--- src/sha224_pkg.sv ---
// SHA-224 package: round constants, initial vector and the round helper functions.
// Used by the compression core and the top level; no dependencies.
package sha224_pkg;

  localparam logic [31:0] IV [8] = '{
    32'hc1059ed8, 32'h367cd507, 32'h3070dd17, 32'hf70e5939,
    32'hffc00b31, 32'h68581511, 32'h64f98fa7, 32'hbefa4fa4
  };

  localparam logic [31:0] ROUND_K [64] = '{
    32'h428a2f98, 32'h71374491, 32'hb5c0fbcf, 32'he9b5dba5,
    32'h3956c25b, 32'h59f111f1, 32'h923f82a4, 32'hab1c5ed5,
    32'hd807aa98, 32'h12835b01, 32'h243185be, 32'h550c7dc3,
    32'h72be5d74, 32'h80deb1fe, 32'h9bdc06a7, 32'hc19bf174,
    32'he49b69c1, 32'hefbe4786, 32'h0fc19dc6, 32'h240ca1cc,
    32'h2de92c6f, 32'h4a7484aa, 32'h5cb0a9dc, 32'h76f988da,
    32'h983e5152, 32'ha831c66d, 32'hb00327c8, 32'hbf597fc7,
    32'hc6e00bf3, 32'hd5a79147, 32'h06ca6351, 32'h14292967,
    32'h27b70a85, 32'h2e1b2138, 32'h4d2c6dfc, 32'h53380d13,
    32'h650a7354, 32'h766a0abb, 32'h81c2c92e, 32'h92722c85,
    32'ha2bfe8a1, 32'ha81a664b, 32'hc24b8b70, 32'hc76c51a3,
    32'hd192e819, 32'hd6990624, 32'hf40e3585, 32'h106aa070,
    32'h19a4c116, 32'h1e376c08, 32'h2748774c, 32'h34b0bcb5,
    32'h391c0cb3, 32'h4ed8aa4a, 32'h5b9cca4f, 32'h682e6ff3,
    32'h748f82ee, 32'h78a5636f, 32'h84c87814, 32'h8cc70208,
    32'h90befffa, 32'ha4506ceb, 32'hbef9a3f7, 32'hc67178f2
  };

  localparam logic [7:0] PAD_MARK = 8'h80;
  localparam logic [5:0] LEN_POS  = 6'd56;

  typedef logic [31:0] word_t;

  function automatic word_t rotr(input word_t x, input int n);
    rotr = (x >> n) | (x << (32 - n));
  endfunction

  function automatic word_t big_s0(input word_t a);
    big_s0 = rotr(a, 2) ^ rotr(a, 13) ^ rotr(a, 22);
  endfunction

  function automatic word_t big_s1(input word_t e);
    big_s1 = rotr(e, 6) ^ rotr(e, 11) ^ rotr(e, 25);
  endfunction

  function automatic word_t small_s0(input word_t b);
    small_s0 = rotr(b, 7) ^ rotr(b, 18) ^ (b >> 3);
  endfunction

  function automatic word_t small_s1(input word_t a);
    small_s1 = rotr(a, 17) ^ rotr(a, 19) ^ (a >> 10);
  endfunction

endpackage

--- src/sha224_core.sv ---
// SHA-224 compression core: one round per cycle for the 64 rounds, then a fold
// step that adds the working variables into the chaining state. Uses sha224_pkg.
module sha224_core import sha224_pkg::*; (
  input  logic        clk,
  input  logic        rst,
  input  logic        start,
  input  logic        init,       // reload the initial vector
  input  word_t       block_in [16],
  output word_t       hash_out [8],
  output logic        busy
);

  word_t hs [8];
  word_t v  [8];
  word_t sched [16];
  logic [5:0] rnd;
  logic       running;
  logic       folding;

  word_t w_t, t1, t2;
  word_t a, e;

  always_comb begin
    a = v[0];
    e = v[4];
    if (rnd < 6'd16) begin
      w_t = block_in[rnd[3:0]];
    end else begin
      w_t = small_s1(sched[4'(rnd - 6'd2)]) + sched[4'(rnd - 6'd7)]
          + small_s0(sched[4'(rnd - 6'd15)]) + sched[rnd[3:0]];
    end
    t1 = v[7] + big_s1(e) + ((e & v[5]) ^ (~e & v[6])) + ROUND_K[rnd] + w_t;
    t2 = big_s0(a) + ((a & v[1]) ^ (a & v[2]) ^ (v[1] & v[2]));
  end

  always_ff @(posedge clk) begin
    if (rst) begin
      running <= 1'b0;
      folding <= 1'b0;
      rnd     <= '0;
      hs      <= IV;
    end else if (init) begin
      hs <= IV;
    end else if (start) begin
      running <= 1'b1;
      rnd     <= '0;
      v       <= hs;
    end else if (running) begin
      sched[rnd[3:0]] <= w_t;
      for (int i = 7; i > 0; i--) v[i] <= v[i-1];
      v[0] <= t1 + t2;
      v[4] <= v[3] + t1;
      rnd  <= rnd + 6'd1;
      if (rnd == 6'd63) begin
        running <= 1'b0;
        folding <= 1'b1;
      end
    end else if (folding) begin
      for (int i = 0; i < 8; i++) hs[i] <= hs[i] + v[i];
      folding <= 1'b0;
    end
  end

  assign hash_out = hs;
  assign busy     = running | folding;

`ifndef SYNTHESIS
  a_not_both: assert property (@(posedge clk) disable iff (rst) !(running && folding))
    else $error("run and fold overlap");
  a_fold_after: assert property (@(posedge clk) disable iff (rst)
    (running && rnd == 6'd63) |=> folding)
    else $error("fold missing");
  a_fold_one: assert property (@(posedge clk) disable iff (rst) folding |=> !folding)
    else $error("fold too long");
`endif

endmodule

--- src/sha224_stream_hasher.sv ---
// SHA-224 stream hasher top level: byte packer, padding sequencer, digest output.
// Depends on sha224_pkg and sha224_core.
//
// A byte item is taken while in_ready is high; the byte that fills a 64-byte
// block holds the input off while the shared round unit runs the 64 rounds
// and the fold, so no new item is taken until that block is compressed.
// An end_of_message item runs one or two more compressions (two when 56 or
// more bytes sit in the last block) and then offers the seven digest words,
// index 0 first, each held until taken.
module sha224_stream_hasher import sha224_pkg::*; (
  input  logic        clk,
  input  logic        rst,
  input  logic        in_valid,
  output logic        in_ready,
  input  logic [7:0]  data_byte,
  input  logic        byte_valid,
  input  logic        end_of_message,
  output logic        out_valid,
  input  logic        out_ready,
  output logic [31:0] digest_word,
  output logic [2:0]  word_index,
  output logic        last_word
);

  typedef enum logic [2:0] {
    S_IDLE, S_COMP, S_PAD, S_PAD2, S_LEN, S_LAST, S_OUT
  } state_t;

  state_t     state;
  word_t      blk [16];
  logic [5:0] fill;
  logic [60:0] len;
  logic       eom_pend;
  logic       core_start, core_init, core_busy;
  word_t      hash [8];
  logic [63:0] bits;

  sha224_core u_core (
    .clk(clk), .rst(rst), .start(core_start), .init(core_init),
    .block_in(blk), .hash_out(hash), .busy(core_busy)
  );

  assign in_ready = (state == S_IDLE);
  assign bits     = {len, 3'b000};

  always_comb begin
    core_start = 1'b0;
    core_init  = 1'b0;
    if (state == S_IDLE && in_valid && byte_valid && fill == 6'd63) core_start = 1'b1;
    if ((state == S_PAD || state == S_LEN) && !core_busy) core_start = 1'b1;
    if (state == S_OUT && out_ready && word_index == 3'd6) core_init = 1'b1;
  end

  always_ff @(posedge clk) begin
    if (rst) begin
      state     <= S_IDLE;
      fill      <= '0;
      len       <= '0;
      eom_pend  <= 1'b0;
      out_valid <= 1'b0;
      word_index <= '0;
    end else begin
      case (state)
        S_IDLE: begin
          if (in_valid) begin
            eom_pend <= end_of_message;
            if (byte_valid) begin
              blk[fill[5:2]][8*(3-fill[1:0]) +: 8] <= data_byte;
              len  <= len + 61'd1;
              fill <= fill + 6'd1;
            end
            if (byte_valid && fill == 6'd63) begin
              state <= S_COMP;
            end else if (end_of_message) begin
              state <= S_PAD;
            end
          end
        end
        S_COMP: begin
          if (!core_busy) state <= eom_pend ? S_PAD : S_IDLE;
        end
        S_PAD: begin
          // mark byte plus zeros after it; length goes in unless it overflows
          for (int i = 0; i < 16; i++) begin
            for (int j = 0; j < 4; j++) begin
              if (6'(4*i + j) == fill) blk[i][8*(3-j) +: 8] <= PAD_MARK;
              else if (6'(4*i + j) > fill) blk[i][8*(3-j) +: 8] <= 8'h00;
            end
          end
          if (fill < LEN_POS) begin
            blk[14] <= bits[63:32];
            blk[15] <= bits[31:0];
            state   <= S_LAST;
          end else begin
            state <= S_PAD2;
          end
        end
        S_PAD2: begin
          // the first pad block is read during its rounds; refill after the fold
          if (!core_busy) begin
            for (int i = 0; i < 14; i++) blk[i] <= '0;
            blk[14] <= bits[63:32];
            blk[15] <= bits[31:0];
            state   <= S_LEN;
          end
        end
        S_LEN: begin
          state <= S_LAST;
        end
        S_LAST: begin
          if (!core_busy && !core_start) begin
            state      <= S_OUT;
            out_valid  <= 1'b1;
            word_index <= '0;
          end
        end
        S_OUT: begin
          if (out_ready) begin
            if (word_index == 3'd6) begin
              out_valid <= 1'b0;
              state     <= S_IDLE;
              fill      <= '0;
              len       <= '0;
              eom_pend  <= 1'b0;
            end else begin
              word_index <= word_index + 3'd1;
            end
          end
        end
        default: state <= S_IDLE;
      endcase
    end
  end

  assign digest_word = hash[word_index];
  assign last_word   = (word_index == 3'd6);

`ifndef SYNTHESIS
  a_out_state: assert property (@(posedge clk) disable iff (rst)
    out_valid |-> (state == S_OUT))
    else $error("output outside digest phase");
  a_no_take_busy: assert property (@(posedge clk) disable iff (rst)
    core_busy |-> !in_ready)
    else $error("ready while compressing");
  a_idx_range: assert property (@(posedge clk) disable iff (rst)
    out_valid |-> (word_index <= 3'd6))
    else $error("bad word index");
`endif

endmodule

--- config.mk ---
export PLATFORM = sky130hd
export DESIGN_NAME = sha224_stream_hasher
export DESIGN_NICKNAME = d
export VERILOG_FILES = /design/src/sha224_pkg.sv /design/src/sha224_core.sv /design/src/sha224_stream_hasher.sv
export SDC_FILE = /design/constraint.sdc
export NUM_CORES = 2
export LEC_CHECK = 0
export BUFFER_PORTS_ARGS = -buffer_cell sky130_fd_sc_hd__buf_4
export CORE_ASPECT_RATIO = 0.8
export CORE_MARGIN = 4
export CORE_UTILIZATION = 40
export CTS_BUF_LIST = sky130_fd_sc_hd__clkbuf_8
export DETAILED_ROUTE_END_ITERATION = 10
export GPL_TIMING_DRIVEN = 0
export PLACE_DENSITY = 0.65
export SYNTH_ARGS = -nofsm -noshare
export SYNTH_HDL_FRONTEND = slang
export SYNTH_SLANG_ARGS = --single-unit
--- constraint.sdc ---
create_clock -name clk -period 28.6 [get_ports clk]
set_input_delay 5.72 -clock clk [delete_from_list [all_inputs] [get_ports clk]]
set_output_delay 5.72 -clock clk [all_outputs]
set_load 0.1 [all_outputs]
==> impl_summary.md <==
Yosys
Yosys mapped a number of flops with a built-in enable equal to 1280. For this run, the number of Yosys warnings is 0. The share of async-settable or async-resettable flops after synthesis is 0%.

In the synthesized netlist, the number of instances is 9696. The number of distinct library cell variants in the gate-level netlist after synthesis is 90. The synthesized design spends more area on one cell type than any other, namely edfxtp_1. Summing the sequential cell areas from Yosys gives 42.2% of the chip area. The most instantiated flip-flop cell in the synthesis netlist is edfxtp_1. The post-synthesis net count is 10300.

After synthesis, the most frequently instantiated cells are 1280 x edfxtp_1, 1201 x nand2_1, 876 x nor2_1. The synthesized design devotes to its leading area cell type 35.8% of total area. The library cell with the highest instance count after synthesis is edfxtp_1. The synthesized netlist occupies a cell area of 0.107 sq mm.

A synthesized cell averages 11.1 sq um. By area the synthesized netlist is led by edfxtp_1 36%, mux4_2 15%, dfxtp_1 6.4%. In this run, synthesis produced a sequential element count of 1623.

Clock tree
TritonCTS built the clock tree. Hold repair after CTS inserted 0 buffers. The number of H-tree levels is 5.

Counting along the longest clock path gives a buffer depth of 4. The number of buffers inserted during clock tree synthesis is 291. The count of instances resized after the clock tree is built is 0. The clock insertion delay at the later pin of the skew report is 1030 ps.

For this design, the sink count on the clock tree is 1623. Clock-pin slew was measured on the worst setup and hold paths at 60 ps. The tree is rooted in a clkbuf_8.

Once the clock tree was built, the setup fixing pass inserted 0 buffers.

Floorplanning
After floorplanning, the core was sized to cover 0.266 sq mm. The number of primary I/O pins is 52. The die is 471 um tall. Once the floorplan was initialized, standard cells occupied 40.3% of the core. The floorplan has 169 rows.

The width of the chip is 587 um. The die footprint is 0.276 sq mm.

Global route
Entering global routing, the biggest net connects 32 pins. Global routing used 34.9% of the available tracks. The initial antenna violation count was 40.

The met1 usage is 48.8%. Global routing finished with a remaining overflow of 0. Global routing used 16.6% of the available met3 tracks. The met2 track utilization from global routing is 45.4%. The first global-routing pass estimated 686000 um of wire. The number of global-route vias before repair is 86800.

After global routing, the most crowded layer is met1.

Final layout
The finished layout holds 13900 standard cells, fillers aside. For this run, the post-layout net count is 10800. The fraction of final layout cells sized beyond drive strength 1 is 14.2%. The area growth from synthesis to layout is 11.1%.

Worst setup path
The critical path in this run is classified as reg2reg. The depth of the worst register-to-register path is 44. Data on the critical path is required at its endpoint by 29300 ps. For this run, the slowest stage of the critical path takes 1180 ps.

The most numerous cell type found on the critical path is a21oi_1. Data on the critical path arrives at its endpoint at 20780 ps. The element type at the critical path end is a flop.

The worst setup path is launched from a flop. The slowest cell on the critical path is clkbuf_1. The largest fanout on the critical path is 22.

Timing
Setup total negative slack on the finished layout was measured at 0 ps. The count of endpoints failing hold in the final timing report was 0. Setup repair after global routing left no endpoint under its margin. Measured against its own limit, the worst slew margin works out to -11.2%.

The final setup violation count is 0. The final count of pins violating max slew is 239. At the pin with the least slew margin, the transition time is 1670 ps.

The share of the cycle needed by the critical path after routing is 70.2%. Setup slack closes at 8520 ps. On the final layout, the worst clock skew is 104 ps. Counting I/O delays and the setup requirement, the final critical path takes 20080 ps. Based on the critical path, the design can be clocked at up to 49.8 MHz.

Run status
The flow ran to the end, but the final reports show violations. The checks that failed: capacitance limit, slew limit.

Job
The max-cap check violation count is 36.

Detailed routing
The first detailed-routing pass took 7 iterations. The number of remaining DRC errors is 0. Dividing the detail-routed via count by the number of cells gives 6.73.

The final wirelength is 501000 um. For this block, the via count after detailed routing is 93400. The routed length per placed instance is 36.1 um.

The post-detailed-route count of antenna-violating nets is 0. The first routing iteration left 17700 violations.

Placement
Buffers placed on the I/O ports in this run total 50. Counting tap cells, the placed design contains a total of 13300 instances. The HPWL after detailed placement is 379000 um.

The pre-CTS worst setup slack is 9360 ps. Routability-driven placement finished with a final weighted congestion of 1.06.

Hold path
The worst min-delay path category is reg2reg. The worst hold path was traced through 2 stages.
## per-stage QoR
step	area, sq um	util (%)	hold slack, ps
4_1_cts	119000	44.7	476
3_3_place_gp	112000	42.1	457
6_report	119000	44.8	469
3_5_place_dp	113000	42.6	467
5_1_grt	119000	44.8	502
2_1_floorplan	107000	-	445
## metal layers
metal / vias up / share of wire (%)
met5: - / 0.011
met4: 8 / 5.2
met3: 1331 / 18
met2: 8808 / 38
met1: 46300 / 39
li1: 37000 / -
## cells in the final DEF, fill, tap and decap left out, types with 28 or more instances in the layout
master / count
a21boi_0: 31
buf_2: 40
mux4_2: 731
o21bai_1: 39
o22a_1: 199
nor2b_1: 74
and3_1: 64
o31ai_1: 28
o211ai_1: 103
o21ai_0: 357
nand3_1: 157
inv_1: 486
buf_4: 105
nand4_1: 42
clkbuf_1: 500
or3_1: 40
mux2i_1: 34
a21o_1: 218
nor3_1: 99
nand2b_1: 62
nand2_1: 1201
nor2_1: 868
and2_1: 43
o21a_1: 56
buf_1: 75
clkbuf_2: 38
a31oi_1: 55
a21oi_1: 761
xor2_1: 189
o21ai_1: 81
ha_1: 409
edfxtp_1: 1280
xnor2_1: 422
mux2_2: 61
clkinv_2: 29
clkbuf_8: 323
a211oi_1: 57
dfxtp_1: 343
clkinv_1: 34
fa_1: 195
## cell families (layout without fill, tap and decap cells)
| family | after synthesis | in the layout | synth area share (%) |
|---|---|---|---|
| buffers and inverters | 1048 | 1714 | 3.70 |
| other | 0 | 18 | 0 |
| muxes | 832 | 832 | 16.4 |
| xor gates and xnor gates | 614 | 614 | 5.02 |
| adders and majority gates | 622 | 622 | 8.58 |
| AOI/OAI and AO/OA | 2200 | 2200 | 13.0 |
| DFF | 1623 | 1623 | 42.2 |
| and+or+nand+nor | 2757 | 2757 | 11.0 |
## state kept, by name, indices dropped and copies added, names as in the netlist, 6 cells and up, named ones only
register,cells
blk,395
fill,6
len,61
u_core.a,32
u_core.e,32
u_core.hash_out,256
u_core.rnd,6
u_core.sched,512
u_core.v,192
## worst paths after layout
path / startpoint / endpoint / slack, ps
worst max-delay path: u_core.rnd[2]$_SDFFE_PP0P_ / u_core.a[31]$_DFFE_PP_ / 8520
worst min-delay path: eom_pend$_SDFFE_PP0P_ / eom_pend$_SDFFE_PP0P_ / 470
worst max register to register: u_core.rnd[2]$_SDFFE_PP0P_ / u_core.a[31]$_DFFE_PP_ / 8520
worst min register to register: eom_pend$_SDFFE_PP0P_ / eom_pend$_SDFFE_PP0P_ / 470
## cell type report
cell class	instances	area, sq um
well taps	3505	4390
flip-flops and latches	1623	45300
diodes	18	45.0
inverters	393	1480
clock buffers	323	4450
multi-input cells	7025	58100
plain buffers	655	2570
repair buffers	150	1580
clock inverters	193	1210
fillers	24800	147000
## critical path: cells and delay by family, from the launching register on
kind	cells	cell delay (ps)
fa+ha+maj	9	4360
simple gates	5	1150
mux	1	540
xor+xnor	4	910
compound gates	16	5910
flops	1	880
buf+inv	9	5910
Power is not shown: default switching activity piles up to over one toggle a cycle in this logic, so the estimate is an artifact.
